**config.mk**
```make
export PLATFORM = sky130hd
export DESIGN_NAME = quadrature_oscillator_offset_flat
export DESIGN_NICKNAME = d
export VERILOG_FILES = /design/src/hw/rtl/qosc_pkg.sv /design/src/hw/rtl/qosc_if.sv /design/src/hw/rtl/qosc_phase.sv /design/src/hw/rtl/qosc_cordic.sv /design/src/hw/rtl/qosc_scale.sv /design/src/hw/rtl/quadrature_oscillator_offset.sv /design/src/flat_wrapper.sv
export SDC_FILE = /design/constraint.sdc
export NUM_CORES = 2
export LEC_CHECK = 0
export BUFFER_PORTS_ARGS = -buffer_cell sky130_fd_sc_hd__buf_4
export CAP_MARGIN = 20
export CORE_UTILIZATION = 61
export CTS_BUF_LIST = sky130_fd_sc_hd__clkbuf_8
export CTS_CLUSTER_DIAMETER = 100
export DETAILED_ROUTE_END_ITERATION = 10
export HOLD_SLACK_MARGIN = 0.05
export PLACE_DENSITY = 0.75
export SETUP_SLACK_MARGIN = 0.1
export SLEW_MARGIN = 30
export SYNTH_ARGS = -nofsm -noshare
export SYNTH_HDL_FRONTEND = slang
export SYNTH_SLANG_ARGS = --single-unit
```
**constraint.sdc**
```tcl
create_clock -name clk -period 24.5 [get_ports clk]
set_clock_uncertainty 0.15 [all_clocks]
set_input_delay 1.225 -clock clk [delete_from_list [all_inputs] [get_ports clk]]
set_output_delay 1.225 -clock clk [all_outputs]
set_load 0.01 [all_outputs]
```
**src/hw/rtl/qosc_pkg.sv**
```systemverilog
`default_nettype none
// ----------------------------------------------------------------------------
// qosc_pkg
// Shared types, register indexes, mode codes and the CORDIC arctangent table
// for the quadrature oscillator offset block.
// ----------------------------------------------------------------------------
package qosc_pkg;

  localparam int DT_W       = 16;
  localparam int RATE_W     = 24;
  localparam int AMP_W      = 16;
  localparam int MODE_W     = 2;
  localparam int OFS_W      = 17;
  localparam int TRIG_W     = 16;
  localparam int ANGLE_W    = 32;
  localparam int PROD_W     = RATE_W + DT_W;
  localparam int CFG_IDX_W  = 2;
  localparam int CFG_DATA_W = 24;
  localparam int CORD_W     = 34;
  localparam int ITER_W     = 5;
  localparam int ATAN_ENTRIES = 24;

  localparam logic [CORD_W-1:0] CORDIC_GAIN_Q30 = 34'd652032874;

  localparam logic [MODE_W-1:0] MODE_NONE   = 2'd0;
  localparam logic [MODE_W-1:0] MODE_CIRCLE = 2'd1;
  localparam logic [MODE_W-1:0] MODE_VERT   = 2'd2;
  localparam logic [MODE_W-1:0] MODE_HORIZ  = 2'd3;

  localparam logic [CFG_IDX_W-1:0] CFG_MODE = 2'd0;
  localparam logic [CFG_IDX_W-1:0] CFG_RATE = 2'd1;
  localparam logic [CFG_IDX_W-1:0] CFG_AMP  = 2'd2;

  typedef enum logic [2:0] {
    ST_IDLE,
    ST_ADD,
    ST_ROT_GO,
    ST_ROT_WAIT,
    ST_SCL_GO,
    ST_SCL_WAIT,
    ST_OUT
  } state_t;

  typedef struct packed {
    logic mul_en;
    logic acc_en;
    logic clr;
  } phase_ctrl_t;

  // atan(2^-i) in units of 2^-32 turn
  function automatic logic [31:0] atan_turn(input logic [ITER_W-1:0] idx);
    logic [31:0] v;
    case (idx)
      5'd0:    v = 32'd536870912;
      5'd1:    v = 32'd316933406;
      5'd2:    v = 32'd167458907;
      5'd3:    v = 32'd85004756;
      5'd4:    v = 32'd42667331;
      5'd5:    v = 32'd21354465;
      5'd6:    v = 32'd10679838;
      5'd7:    v = 32'd5340245;
      5'd8:    v = 32'd2670163;
      5'd9:    v = 32'd1335087;
      5'd10:   v = 32'd667544;
      5'd11:   v = 32'd333772;
      5'd12:   v = 32'd166886;
      5'd13:   v = 32'd83443;
      5'd14:   v = 32'd41722;
      5'd15:   v = 32'd20861;
      5'd16:   v = 32'd10430;
      5'd17:   v = 32'd5215;
      5'd18:   v = 32'd2608;
      5'd19:   v = 32'd1304;
      5'd20:   v = 32'd652;
      5'd21:   v = 32'd326;
      5'd22:   v = 32'd163;
      5'd23:   v = 32'd81;
      default: v = 32'd0;
    endcase
    return v;
  endfunction

endpackage
`default_nettype wire

```
**src/hw/rtl/qosc_if.sv**
```systemverilog
`default_nettype none
// ----------------------------------------------------------------------------
// qosc_if
// Valid/ready channels: tick words in, offset words out.
// ----------------------------------------------------------------------------
interface qosc_in_if;
  logic                      valid;
  logic                      ready;
  logic [qosc_pkg::DT_W-1:0] elapsed_time;

  modport source(output valid, output elapsed_time, input ready);
  modport sink(input valid, input elapsed_time, output ready);
endinterface

interface qosc_out_if;
  logic                              valid;
  logic                              ready;
  logic signed [qosc_pkg::OFS_W-1:0] offset_x;
  logic signed [qosc_pkg::OFS_W-1:0] offset_y;

  modport source(output valid, output offset_x, output offset_y, input ready);
  modport sink(input valid, input offset_x, input offset_y, output ready);
endinterface
`default_nettype wire

```
**src/hw/rtl/qosc_phase.sv**
```systemverilog
`default_nettype none
// ----------------------------------------------------------------------------
// qosc_phase
// Phase increment multiplier and wrapping phase accumulator.
// ----------------------------------------------------------------------------
module qosc_phase #(
  parameter int PHASE_BITS = 32
) (
  input  wire                                  clk,
  input  wire                                  rst_n,
  input  qosc_pkg::phase_ctrl_t                ctrl,
  input  wire signed [qosc_pkg::RATE_W-1:0]    rate,
  input  wire        [qosc_pkg::DT_W-1:0]      dt,
  output logic       [qosc_pkg::ANGLE_W-1:0]   angle
);
  import qosc_pkg::*;

  localparam int SHL = (PHASE_BITS >= 32) ? PHASE_BITS - 32 : 0;
  localparam int SHR = (PHASE_BITS < 32) ? 32 - PHASE_BITS : 0;

  logic signed [PROD_W-1:0]         prod_r;
  logic        [PHASE_BITS-1:0]     phase_r;
  logic        [PHASE_BITS-1:0]     phase_nxt;
  logic signed [63:0]               prod_ext;
  logic signed [63:0]               inc_w;
  logic        [PHASE_BITS+31:0]    ang_cat;

  always_ff @(posedge clk) begin
    if (ctrl.mul_en) begin
      prod_r <= rate * $signed({1'b0, dt});
    end
  end

  always_comb begin
    prod_ext  = 64'(prod_r);
    inc_w     = (prod_ext <<< SHL) >>> SHR;
    phase_nxt = phase_r + inc_w[PHASE_BITS-1:0];
  end

  always_ff @(posedge clk) begin
    if (!rst_n || ctrl.clr) begin
      phase_r <= '0;
    end else if (ctrl.acc_en) begin
      phase_r <= phase_nxt;
    end
  end

  assign ang_cat = {phase_r, 32'd0};
  assign angle   = ang_cat[PHASE_BITS+31 -: ANGLE_W];

endmodule
`default_nettype wire

```
**src/hw/rtl/qosc_cordic.sv**
```systemverilog
`default_nettype none
// ----------------------------------------------------------------------------
// qosc_cordic
// Iterative rotation-mode CORDIC, one step per cycle, Q1.15 sine/cosine out.
// ----------------------------------------------------------------------------
module qosc_cordic #(
  parameter int SINE_ITERATIONS = 16
) (
  input  wire                                  clk,
  input  wire                                  rst_n,
  input  wire                                  start,
  input  wire        [qosc_pkg::ANGLE_W-1:0]   angle,
  output logic                                 done,
  output logic signed [qosc_pkg::TRIG_W-1:0]   sin_q15,
  output logic signed [qosc_pkg::TRIG_W-1:0]   cos_q15
);
  import qosc_pkg::*;

  localparam int ITER = (SINE_ITERATIONS > ATAN_ENTRIES) ? ATAN_ENTRIES : SINE_ITERATIONS;
  localparam logic [ITER_W-1:0] LAST = ITER_W'(ITER - 1);

  logic signed [CORD_W-1:0] x_r, y_r, z_r;
  logic signed [CORD_W-1:0] x_nxt, y_nxt, z_nxt;
  logic signed [CORD_W-1:0] xs, ys, at;
  logic        [ITER_W-1:0] cnt_r;
  logic                     run_r, cnv_r, done_r, flip_r;
  logic                     fold;
  logic        [ANGLE_W-1:0] ang_f;

  function automatic logic signed [TRIG_W-1:0] to_q15(input logic signed [CORD_W-1:0] v);
    logic signed [CORD_W-1:0] t;
    logic signed [CORD_W-1:0] r;
    logic signed [TRIG_W-1:0] q;
    t = v + 34'sd16384;
    r = t >>> 15;
    if (r > 34'sd32767) begin
      q = 16'sd32767;
    end else if (r < -34'sd32767) begin
      q = -16'sd32767;
    end else begin
      q = r[TRIG_W-1:0];
    end
    return q;
  endfunction

  // second and third quarter turns are rotated by half a turn
  assign fold  = (angle[31:30] == 2'b01) || (angle[31:30] == 2'b10);
  assign ang_f = fold ? {~angle[31], angle[30:0]} : angle;

  always_comb begin
    xs = y_r >>> cnt_r;
    ys = x_r >>> cnt_r;
    at = $signed({2'b00, atan_turn(cnt_r)});
    if (!z_r[CORD_W-1]) begin
      x_nxt = x_r - xs;
      y_nxt = y_r + ys;
      z_nxt = z_r - at;
    end else begin
      x_nxt = x_r + xs;
      y_nxt = y_r - ys;
      z_nxt = z_r + at;
    end
  end

  always_ff @(posedge clk) begin
    if (start) begin
      x_r    <= CORDIC_GAIN_Q30;
      y_r    <= '0;
      z_r    <= CORD_W'($signed(ang_f));
      flip_r <= fold;
    end else if (run_r) begin
      x_r <= x_nxt;
      y_r <= y_nxt;
      z_r <= z_nxt;
    end
    if (cnv_r) begin
      sin_q15 <= to_q15(flip_r ? -y_r : y_r);
      cos_q15 <= to_q15(flip_r ? -x_r : x_r);
    end
  end

  always_ff @(posedge clk) begin
    if (!rst_n) begin
      run_r  <= 1'b0;
      cnv_r  <= 1'b0;
      done_r <= 1'b0;
      cnt_r  <= '0;
    end else begin
      done_r <= cnv_r;
      cnv_r  <= run_r && (cnt_r == LAST);
      if (start) begin
        run_r <= 1'b1;
        cnt_r <= '0;
      end else if (run_r) begin
        cnt_r <= cnt_r + 1'b1;
        if (cnt_r == LAST) begin
          run_r <= 1'b0;
        end
      end
    end
  end

  assign done = done_r;

endmodule
`default_nettype wire

```
**src/hw/rtl/qosc_scale.sv**
```systemverilog
`default_nettype none
// ----------------------------------------------------------------------------
// qosc_scale
// Amplitude scaling of sine then cosine through one shared multiplier.
// ----------------------------------------------------------------------------
module qosc_scale (
  input  wire                                  clk,
  input  wire                                  rst_n,
  input  wire                                  start,
  input  wire signed [qosc_pkg::TRIG_W-1:0]    sin_q15,
  input  wire signed [qosc_pkg::TRIG_W-1:0]    cos_q15,
  input  wire        [qosc_pkg::AMP_W-1:0]     amp,
  output logic                                 done,
  output logic signed [qosc_pkg::OFS_W-1:0]    sin_ofs,
  output logic signed [qosc_pkg::OFS_W-1:0]    cos_ofs
);
  import qosc_pkg::*;

  localparam int MUL_W = TRIG_W + AMP_W + 1;

  logic signed [MUL_W-1:0]   prod_r;
  logic signed [TRIG_W-1:0]  opnd;
  logic signed [MUL_W:0]     rnd;
  logic        [1:0]         stp_r;
  logic                      done_r;

  assign opnd = (stp_r == 2'd0) ? sin_q15 : cos_q15;
  assign rnd  = (MUL_W + 1)'(prod_r) + 34'sd16384;

  always_ff @(posedge clk) begin
    if (start || stp_r == 2'd1) begin
      prod_r <= opnd * $signed({1'b0, amp});
    end
    if (stp_r == 2'd1) begin
      sin_ofs <= rnd[OFS_W+14:15];
    end
    if (stp_r == 2'd2) begin
      cos_ofs <= rnd[OFS_W+14:15];
    end
  end

  always_ff @(posedge clk) begin
    if (!rst_n) begin
      stp_r  <= 2'd0;
      done_r <= 1'b0;
    end else begin
      done_r <= (stp_r == 2'd2);
      if (start) begin
        stp_r <= 2'd1;
      end else if (stp_r == 2'd1) begin
        stp_r <= 2'd2;
      end else begin
        stp_r <= 2'd0;
      end
    end
  end

  assign done = done_r;

endmodule
`default_nettype wire

```
**src/hw/rtl/quadrature_oscillator_offset.sv**
```systemverilog
`default_nettype none
// ----------------------------------------------------------------------------
// quadrature_oscillator_offset
// Quadrature oscillator: phase accumulator, CORDIC sine/cosine and amplitude
// scaling giving an x/y offset per tick word.
// ----------------------------------------------------------------------------
// Usage:
//   in_ch carries tick words (elapsed_time); out_ch returns one offset word
//   (offset_x, offset_y) per tick. Both use valid/ready.
//   cfg_wr_en/cfg_index/cfg_data write mode (0), rate (1) and amplitude (2);
//   a mode write also clears the phase. Write only while the block is idle.
//   Each tick passes through the phase multiply and add, the CORDIC load,
//   ITER CORDIC rotation steps, one per cycle, where ITER is SINE_ITERATIONS
//   limited to 24 (16 by default), Q1.15 conversion, sine then cosine on the
//   shared scaling multiplier, the output load and sequencer hand-offs.
//   in_ch.ready is high only when the sequencer is idle. A finished offset
//   word sits in the output register; if out_ch is stalled the next tick is
//   still taken, and its result waits until the register is free.
//   Reset clears the configuration, the sequencer, the phase and output valid.
// ----------------------------------------------------------------------------
module quadrature_oscillator_offset #(
  parameter int PHASE_BITS      = 32,
  parameter int SINE_ITERATIONS = 16
) (
  input  wire                                  clk,
  input  wire                                  rst_n,
  qosc_in_if.sink                              in_ch,
  qosc_out_if.source                           out_ch,
  input  wire                                  cfg_wr_en,
  input  wire [qosc_pkg::CFG_IDX_W-1:0]        cfg_index,
  input  wire [qosc_pkg::CFG_DATA_W-1:0]       cfg_data
);
  import qosc_pkg::*;

  state_t                    state_r, state_nxt;
  logic        [MODE_W-1:0]  mode_r;
  logic signed [RATE_W-1:0]  rate_r;
  logic        [AMP_W-1:0]   amp_r;

  phase_ctrl_t               pctl;
  logic                      rot_start, rot_done;
  logic                      scl_start, scl_done;
  logic                      ld_out;
  logic        [ANGLE_W-1:0] angle;
  logic signed [TRIG_W-1:0]  sin_q15, cos_q15;
  logic signed [OFS_W-1:0]   sin_ofs, cos_ofs;
  logic signed [OFS_W-1:0]   ox, oy;

  logic                      out_valid_r, out_valid_nxt;
  logic signed [OFS_W-1:0]   ox_r, oy_r;

  // configuration
  always_ff @(posedge clk) begin
    if (!rst_n) begin
      mode_r <= MODE_NONE;
      rate_r <= '0;
      amp_r  <= '0;
    end else if (cfg_wr_en) begin
      case (cfg_index)
        CFG_MODE: mode_r <= cfg_data[MODE_W-1:0];
        CFG_RATE: rate_r <= $signed(cfg_data[RATE_W-1:0]);
        CFG_AMP:  amp_r  <= cfg_data[AMP_W-1:0];
        default: ;
      endcase
    end
  end

  // sequencer
  always_ff @(posedge clk) begin
    if (!rst_n) begin
      state_r <= ST_IDLE;
    end else begin
      state_r <= state_nxt;
    end
  end

  always_comb begin
    state_nxt = state_r;
    case (state_r)
      ST_IDLE:     if (in_ch.valid) state_nxt = ST_ADD;
      ST_ADD:      state_nxt = ST_ROT_GO;
      ST_ROT_GO:   state_nxt = ST_ROT_WAIT;
      ST_ROT_WAIT: if (rot_done) state_nxt = ST_SCL_GO;
      ST_SCL_GO:   state_nxt = ST_SCL_WAIT;
      ST_SCL_WAIT: if (scl_done) state_nxt = ST_OUT;
      ST_OUT:      if (!out_valid_r || out_ch.ready) state_nxt = ST_IDLE;
      default:     state_nxt = ST_IDLE;
    endcase
  end

  always_comb begin
    in_ch.ready = 1'b0;
    pctl        = '0;
    rot_start   = 1'b0;
    scl_start   = 1'b0;
    ld_out      = 1'b0;
    pctl.clr    = cfg_wr_en && (cfg_index == CFG_MODE);
    case (state_r)
      ST_IDLE: begin
        in_ch.ready = 1'b1;
        pctl.mul_en = in_ch.valid;
      end
      ST_ADD:    pctl.acc_en = 1'b1;
      ST_ROT_GO: rot_start = 1'b1;
      ST_SCL_GO: scl_start = 1'b1;
      ST_OUT:    ld_out = !out_valid_r || out_ch.ready;
      default: ;
    endcase
  end

  qosc_phase #(
    .PHASE_BITS(PHASE_BITS)
  ) u_phase (
    .clk   (clk),
    .rst_n (rst_n),
    .ctrl  (pctl),
    .rate  (rate_r),
    .dt    (in_ch.elapsed_time),
    .angle (angle)
  );

  qosc_cordic #(
    .SINE_ITERATIONS(SINE_ITERATIONS)
  ) u_cordic (
    .clk     (clk),
    .rst_n   (rst_n),
    .start   (rot_start),
    .angle   (angle),
    .done    (rot_done),
    .sin_q15 (sin_q15),
    .cos_q15 (cos_q15)
  );

  qosc_scale u_scale (
    .clk     (clk),
    .rst_n   (rst_n),
    .start   (scl_start),
    .sin_q15 (sin_q15),
    .cos_q15 (cos_q15),
    .amp     (amp_r),
    .done    (scl_done),
    .sin_ofs (sin_ofs),
    .cos_ofs (cos_ofs)
  );

  always_comb begin
    ox = '0;
    oy = '0;
    case (mode_r)
      MODE_CIRCLE: begin
        ox = sin_ofs;
        oy = cos_ofs;
      end
      MODE_VERT:  oy = sin_ofs;
      MODE_HORIZ: ox = sin_ofs;
      default: ;
    endcase
  end

  // output register
  always_comb begin
    if (ld_out) begin
      out_valid_nxt = 1'b1;
    end else if (out_ch.ready) begin
      out_valid_nxt = 1'b0;
    end else begin
      out_valid_nxt = out_valid_r;
    end
  end

  always_ff @(posedge clk) begin
    if (!rst_n) begin
      out_valid_r <= 1'b0;
    end else begin
      out_valid_r <= out_valid_nxt;
    end
  end

  always_ff @(posedge clk) begin
    if (ld_out) begin
      ox_r <= ox;
      oy_r <= oy;
    end
  end

  assign out_ch.valid    = out_valid_r;
  assign out_ch.offset_x = ox_r;
  assign out_ch.offset_y = oy_r;

endmodule
`default_nettype wire

```
**src/flat_wrapper.sv**
```systemverilog
// flat-port wrapper written by rule: the top's interface ports become plain ports
module quadrature_oscillator_offset_flat import qosc_pkg::*;
#(
  parameter int PHASE_BITS      = 32,
  parameter int SINE_ITERATIONS = 16
)
  (clk, rst_n, cfg_wr_en, cfg_index, cfg_data, in_ch_valid, in_ch_elapsed_time, in_ch_ready, out_ch_valid, out_ch_offset_x, out_ch_offset_y, out_ch_ready);
  qosc_in_if in_ch_i ();
  qosc_out_if out_ch_i ();
  input  wire clk;
  input  wire rst_n;
  input  wire cfg_wr_en;
  input  wire [qosc_pkg::CFG_IDX_W-1:0] cfg_index;
  input  wire [qosc_pkg::CFG_DATA_W-1:0] cfg_data;
  input wire logic [$bits(in_ch_i.valid)-1:0] in_ch_valid;
  input wire logic [$bits(in_ch_i.elapsed_time)-1:0] in_ch_elapsed_time;
  output wire logic [$bits(in_ch_i.ready)-1:0] in_ch_ready;
  output wire logic [$bits(out_ch_i.valid)-1:0] out_ch_valid;
  output wire logic [$bits(out_ch_i.offset_x)-1:0] out_ch_offset_x;
  output wire logic [$bits(out_ch_i.offset_y)-1:0] out_ch_offset_y;
  input wire logic [$bits(out_ch_i.ready)-1:0] out_ch_ready;
  assign in_ch_i.valid = in_ch_valid;
  assign in_ch_i.elapsed_time = in_ch_elapsed_time;
  assign in_ch_ready = in_ch_i.ready;
  assign out_ch_valid = out_ch_i.valid;
  assign out_ch_offset_x = out_ch_i.offset_x;
  assign out_ch_offset_y = out_ch_i.offset_y;
  assign out_ch_i.ready = out_ch_ready;
  quadrature_oscillator_offset #(.PHASE_BITS(PHASE_BITS), .SINE_ITERATIONS(SINE_ITERATIONS)) u_core (.clk(clk), .rst_n(rst_n), .in_ch(in_ch_i), .out_ch(out_ch_i), .cfg_wr_en(cfg_wr_en), .cfg_index(cfg_index), .cfg_data(cfg_data));
endmodule
```
* Word level (Yosys, flattened, before mapping)
Memory sizes are Yosys's and may differ from the RTL's. A register that Yosys moved wholly into a read port is not among the register bits. Index checks and enable logic that the tools add are counted.
Storage, ports and cells: register bits after elaboration 356, ROM bits 960, bits of input ports 47, output and inout port bits 36, logic and storage cells 125, memories 1
Memory list:
- (no name shown) | words 32, width 30, read ports 1, clocked after memory_dff 1, wr ports 0, RTL line qosc_pkg.sv:53 | case (idx)
Operators by class: add/subtract/negate cells 13, $mul 2, order comparisons 4, equal/unequal tests 20, shift-type cells 2, multiplexer cells 32, bitwise logic cells 2, reduce and logical (&&, ||, !) cells 22
Operators with widths (number):
- $mux W34 | 7
- $add A34 B16 Y34 const B | 2
- $add A34 B34 Y34 | 2
- $neg A34 Y34 | 2
- $sshr A34 B5 Y34 | 2
- $sub A34 B34 Y34 | 2
- $mux W16 | 3
- $gt A19 B16 Y1 const B | 2
- $lt A19 B16 Y1 const B | 2
- $add A34 B33 Y34 | 1
- $pmux W17 S2 | 1
- $sub A34 B33 Y34 | 1
- $add A32 B16 Y32 const B | 1
- $add A32 B32 Y32 | 1
- $mul A16 B17 Y32 | 1
- $mul A24 B17 Y32 | 1
- $mux W32 | 1
- $pmux W3 S7 | 1
- $mux W1 | 12
- $mux W3 | 4
- $eq A2 B2 Y1 const B | 5
- $mux W5 | 2
- $reduce_or A2 Y1 | 5
- $eq A3 B3 Y1 const B | 3
- 17 further kinds | 33

* Logic depth before layout (Yosys ltp)
depth after elaboration 5, mapped depth 30, depth with buffers taken out 27

* Hierarchy
A second synthesis with hierarchy kept.
Second synthesis, totals: cells, all modules 5680, area, all modules 50307.0 sq um
By module, submodules not included:
- qosc_cordic | instances 1, cells an instance 2607, area an instance 21231.6 sq um, sequential area each 4134.0 sq um
- qosc_phase | instances 1, cells an instance 1643, area an instance 14948.1 sq um, sequential area each 1601.5 sq um
- qosc_scale | instances 1, cells an instance 1116, area an instance 10716.5 sq um, sequential area each 1621.6 sq um
- quadrature_oscillator_offset | instances 1, cells an instance 314, area an instance 3410.8 sq um, sequential area each 1941.9 sq um

* Worst setup path after synthesis
OpenSTA, ideal clock, no wires.
path type reg-to-reg, from register u_core.u_scale.stp_r[1], to register u_core.u_scale.prod_r[31] (data pin), setup time 0.260 ns, data arrival time 7.359 ns, data required time 24.090 ns, path slack 16.731 ns, cell stages (with the launch flop) 29, path buffers 2, clock period less this slack 7.769 ns, cell sequence dfxtp_1 > nor2_2 > clkbuf_1 > mux2_2 > clkbuf_1 > nand2_1 > fa_1 > inv_1 > fa_1 > inv_1 > fa_1 > inv_1 > fa_1 > fa_1 > inv_1 > fa_1 > inv_1 > ha_1 > o21ai_0 > nand2b_1 > a22oi_1 > o21ai_1 > a2111oi_0 > o21ai_1 > a41oi_1 > a211o_1 > o21bai_1 > a21oi_1 > xnor2_1
Between the ends: longest elaborated chain between the ends 3
Ends and longest elaborated chain:
- start, declared | RTL line qosc_scale.sv:24 | logic [1:0] stp_r;
- start signal, assigned | RTL line qosc_scale.sv:44 | stp_r <= 2'd0;
- start signal, assigned | RTL line qosc_scale.sv:49 | stp_r <= 2'd1;
- start signal, assigned | RTL line qosc_scale.sv:51 | stp_r <= 2'd2;
- $logic_not A2 Y1 | RTL line qosc_scale.sv:27 | assign opnd = (stp_r == 2'd0) ? sin_q15 : cos_q15;
- $mux W16 | RTL line qosc_scale.sv:27
- $mul A16 B17 Y32 | RTL line qosc_scale.sv:32 | prod_r <= opnd * $signed({1'b0, amp});
- end signal, assigned | RTL line qosc_scale.sv:32
- end, declared | RTL line qosc_scale.sv:21 | logic signed [MUL_W-1:0] prod_r;
Every way passes these cells. A chain may end at the register's enable or synchronous reset.

* Final worst setup path
Ends and elaborated chain as after synthesis.

==> results.sh <==
export IMPL_run_status="completed"
export IMPL_finalPower_w=0.004239
export IMPL_path_buf_inv=3
export IMPL_yosysMostFrequentCell="sky130_fd_sc_hd__nand2_1"
export IMPL_cts_root_buf="sky130_fd_sc_hd__clkbuf_8"
export IMPL_drt_pass1_iterations=6
export IMPL_achievable_frequency_mhz=117.2
export IMPL_slowest_stage="sky130_fd_sc_hd__a2111oi_0"
export IMPL_synth_seq_cells=372
export IMPL_die_x_um=286.6
export IMPL_synth_top_cells_by_count="sky130_fd_sc_hd__nand2_1 (747), sky130_fd_sc_hd__inv_1 (706), sky130_fd_sc_hd__fa_1 (496), sky130_fd_sc_hd__nor2_1 (374), sky130_fd_sc_hd__ha_1 (344)"
export IMPL_antenna_violations_before_repair=2
export IMPL_gr_usage_all_layers=0.3144
export IMPL_critPathMaxStageDelay_ps=830
export IMPL_largest_delay_share_family_worst_path="adder cells"
export IMPL_num_nets_final=6445
export IMPL_worst_skew_pair_late_latency_ps=700
export IMPL_core_region_area_um2=80290
export IMPL_grt_first_pass_wirelength_um=207600
export IMPL_rr_startpoint="u_core.u_scale.stp_r[1]"
export IMPL_io_pins=83
export IMPL_netlist_area_um2=49420
export IMPL_die_area_um2=82160
export IMPL_r2r_cells=25
export IMPL_grt_start_max_net_pins=72
export IMPL_final_max_slew_viol_count=0
export IMPL_path_clk_slew_ps=60
export IMPL_max_root_sink_buffers=3
export IMPL_viasPerCell=6.084
export IMPL_detail_route_drc_violations=0
export IMPL_post_route_period_util=0.3483
export IMPL_synth_async_reset_ratio=0
export IMPL_cp_common_cell="sky130_fd_sc_hd__fa_1"
export IMPL_cts_tree="yes"
export IMPL_synth_flop_cell="sky130_fd_sc_hd__dfxtp_1"
export IMPL_yosysWarnings=0
export IMPL_flow_area_growth_from_synthesis_pct=5.155
export IMPL_io_buffer_count=82
export IMPL_postCtsResizedCells=0
export IMPL_numCtsBuffers=70
export IMPL_timing_reg2reg_setup_slack_ps=15970
export IMPL_hpwlAfterDp_um=96720
export IMPL_hold_violations=0
export IMPL_htree_num_levels=3
export IMPL_timing_critical_path_from_type="flip-flop"
export IMPL_mappedNetlistNets=6547
export IMPL_synth_top_cell_area_share=0.2009
export IMPL_worst_endpoint_required_ps=24790
export IMPL_slew_headroom=0.3048
export IMPL_routed_wirelength_um=128100
export IMPL_power_ir_vdd_worst_mv=0.06166
export IMPL_first_global_vias=39980
export IMPL_worstHoldStart="u_core.u_phase.angle[27]"
export IMPL_synth_seq_area_share=0.1882
export IMPL_floorplan_initialDensity=0.6155
export IMPL_critical_path_max_fanout=17
export IMPL_wp_data_arrival_ps=8820
export IMPL_post_synth_num_cell_types=116
export IMPL_drt_iter0_drc=3894
export IMPL_setup_violations=0
export IMPL_route_vias_total=40600
export IMPL_shortest_period_the_worst_path_allows_ps=8533
export IMPL_path_class="reg -> reg"
export IMPL_global_route_overflow_total=0
export IMPL_worst_hold_path_type="reg -> reg"
export IMPL_post_drt_wl_per_cell_um=19.20
export IMPL_cts_hold_buffers_added=0
export IMPL_die_height_um=286.6
export IMPL_gp_congestion=0.9802
export IMPL_setup_worst_path_end_class="flip-flop"
export IMPL_worst_hold_path_endpoint="u_core.u_phase.angle[27]"
export IMPL_power_per_cell_area_nw_per_um2=81.56
export IMPL_maxCapViolCount=0
export IMPL_numClockSinks=372
export IMPL_synthTopCellsByArea="sky130_fd_sc_hd__fa_1 (20%), sky130_fd_sc_hd__edfxtp_1 (11%), sky130_fd_sc_hd__ha_1 (8.7%), sky130_fd_sc_hd__dfxtp_1 (7.6%), sky130_fd_sc_hd__nand2_1 (5.7%)"
export IMPL_final_setup_tns_ps=0
export IMPL_floorplan_rows=104
export IMPL_drive_above_1_share=0.07984
export IMPL_syn_inst=5660
export IMPL_total_leakage_power_nw=22.87
export IMPL_antenna_violating_nets_post_route=0
export IMPL_timing_rr_end="u_core.u_scale.prod_r[31]"
export IMPL_worst_slew_pin_slew_ps=1016
export IMPL_hold_path_depth=2
export IMPL_post_synth_cell_area_avg_um2=8.731
export IMPL_synth_enable_flop_cells=185
export IMPL_synth_largest_area_cell="sky130_fd_sc_hd__fa_1"
export IMPL_cts_setup_buffers=0
export IMPL_grt_setup_unrepaired="false"
## cells in the final DEF, fill, tap and decap left out, drive strengths merged, types with 10 or more instances in the layout
cell | Yosys | routed
o21a | 35 | 35
mux4 | 99 | 99
o22ai | 28 | 28
ha | 344 | 344
a211oi | 43 | 43
or3 | 31 | 31
xor2 | 125 | 125
or2 | 19 | 19
and3 | 38 | 38
nor3 | 73 | 73
nor3b | 22 | 22
a21oi | 344 | 344
nand2 | 748 | 748
a31oi | 54 | 54
edfxtp | 185 | 185
nor2b | 103 | 103
mux2i | 94 | 94
a21o | 77 | 77
o21bai | 23 | 23
nand3b | 10 | 10
nand4 | 24 | 24
clkbuf | 218 | 82
nor4 | 22 | 22
clkinv | 4 | 21
buf | 83 | 127
nand2b | 50 | 50
dfxtp | 187 | 187
o31ai | 23 | 23
a21boi | 11 | 11
fa | 496 | 496
and4 | 10 | 10
and2 | 210 | 210
o21ai | 203 | 203
inv | 707 | 723
o211ai | 32 | 32
mux2 | 39 | 39
a22oi | 26 | 26
nand3 | 84 | 84
xnor2 | 210 | 210
nor2 | 377 | 377
## how the worst max path moves through the flow
stage / start / to / depth (start not counted)
after floorplan: u_core.u_scale.stp_r[1] / u_core.u_scale.prod_r[31] / 28
after global placement: u_core.u_scale.stp_r[1] / u_core.u_scale.prod_r[31] / 25
after detailed placement: u_core.u_scale.stp_r[1] / u_core.u_scale.prod_r[31] / 24
after CTS: u_core.u_scale.stp_r[1] / u_core.u_scale.prod_r[31] / 25
after global routing: u_core.u_scale.stp_r[1] / u_core.u_scale.prod_r[31] / 25
final: u_core.u_scale.stp_r[1] / u_core.u_scale.prod_r[31] / 25
## cell families (layout without fill, tap and decap cells)
group	count (synthesis)	count (layout)	synth area share
adders and majority gates	842	842	0.2884
other	0	2	0
xor gates and xnor gates	335	335	0.05952
buffers and inverters	1012	963	0.08114
and+or+nand+nor	1851	1851	0.1782
muxes	232	232	0.07342
DFF	372	372	0.1882
AOI/OAI and AO/OA	1016	1016	0.1311
## state kept, by name (all words and copies together) (netlist names), 18 cells and up
name,flops
u_core.u_cordic.x_r,34
u_core.u_cordic.y_r,34
u_core.u_cordic.z_r,34
u_core.u_phase.angle,32
u_core.u_phase.prod_r,32
u_core.u_cordic.at,30
u_core.rate_r,24
u_core.u_scale.prod_r,18
## worst min-delay path: stages, from the launching register on
cell and delay [ps]:
sky130_fd_sc_hd__dfxtp_1 320, sky130_fd_sc_hd__nand2_1 60, sky130_fd_sc_hd__a21oi_1 50
## final cells by class
| class | instances | area, µm² |
|---|---|---|
| sequential | 372 | 9316 |
| clock inverter | 43 | 384.1 |
| clock buffer | 82 | 1129 |
| multi-input combinational | 4276 | 36140 |
| inverter | 711 | 2671 |
| fill | 6763 | 28320 |
| antenna | 2 | 5.005 |
| tap | 1060 | 1326 |
| timing repair buffer | 127 | 993.5 |
## power breakdown
group	switching, W	leakage (nW)	internal, W
combinational	0.00147	18.8	0.00110
sequential	0.000211	3.23	0.000791
clock	0.000294	0.818	0.000372
## metal layers
layer,track usage,part of all wire
met1,0.4215,0.42
met2,0.5107,0.47
met3,0.05938,0.084
met4,0.1078,0.033
met5,0,0
## through the flow
step           area [µm²]  hold WS [ps]  instances  setup slack [ps]    util
3_5_place_dp        50390         323.6       6544             15950  0.6277
3_3_place_gp        50380         314.7       6544             16120  0.6275
2_1_floorplan       49420         296.1       5660             16730       -
4_1_cts             51910         331.7       6669             15960  0.6465
6_report            51970         328.0       6673             15970  0.6473
5_1_grt             51960         350.2       6672             15580  0.6472
(Power assumes the default switching activity.)
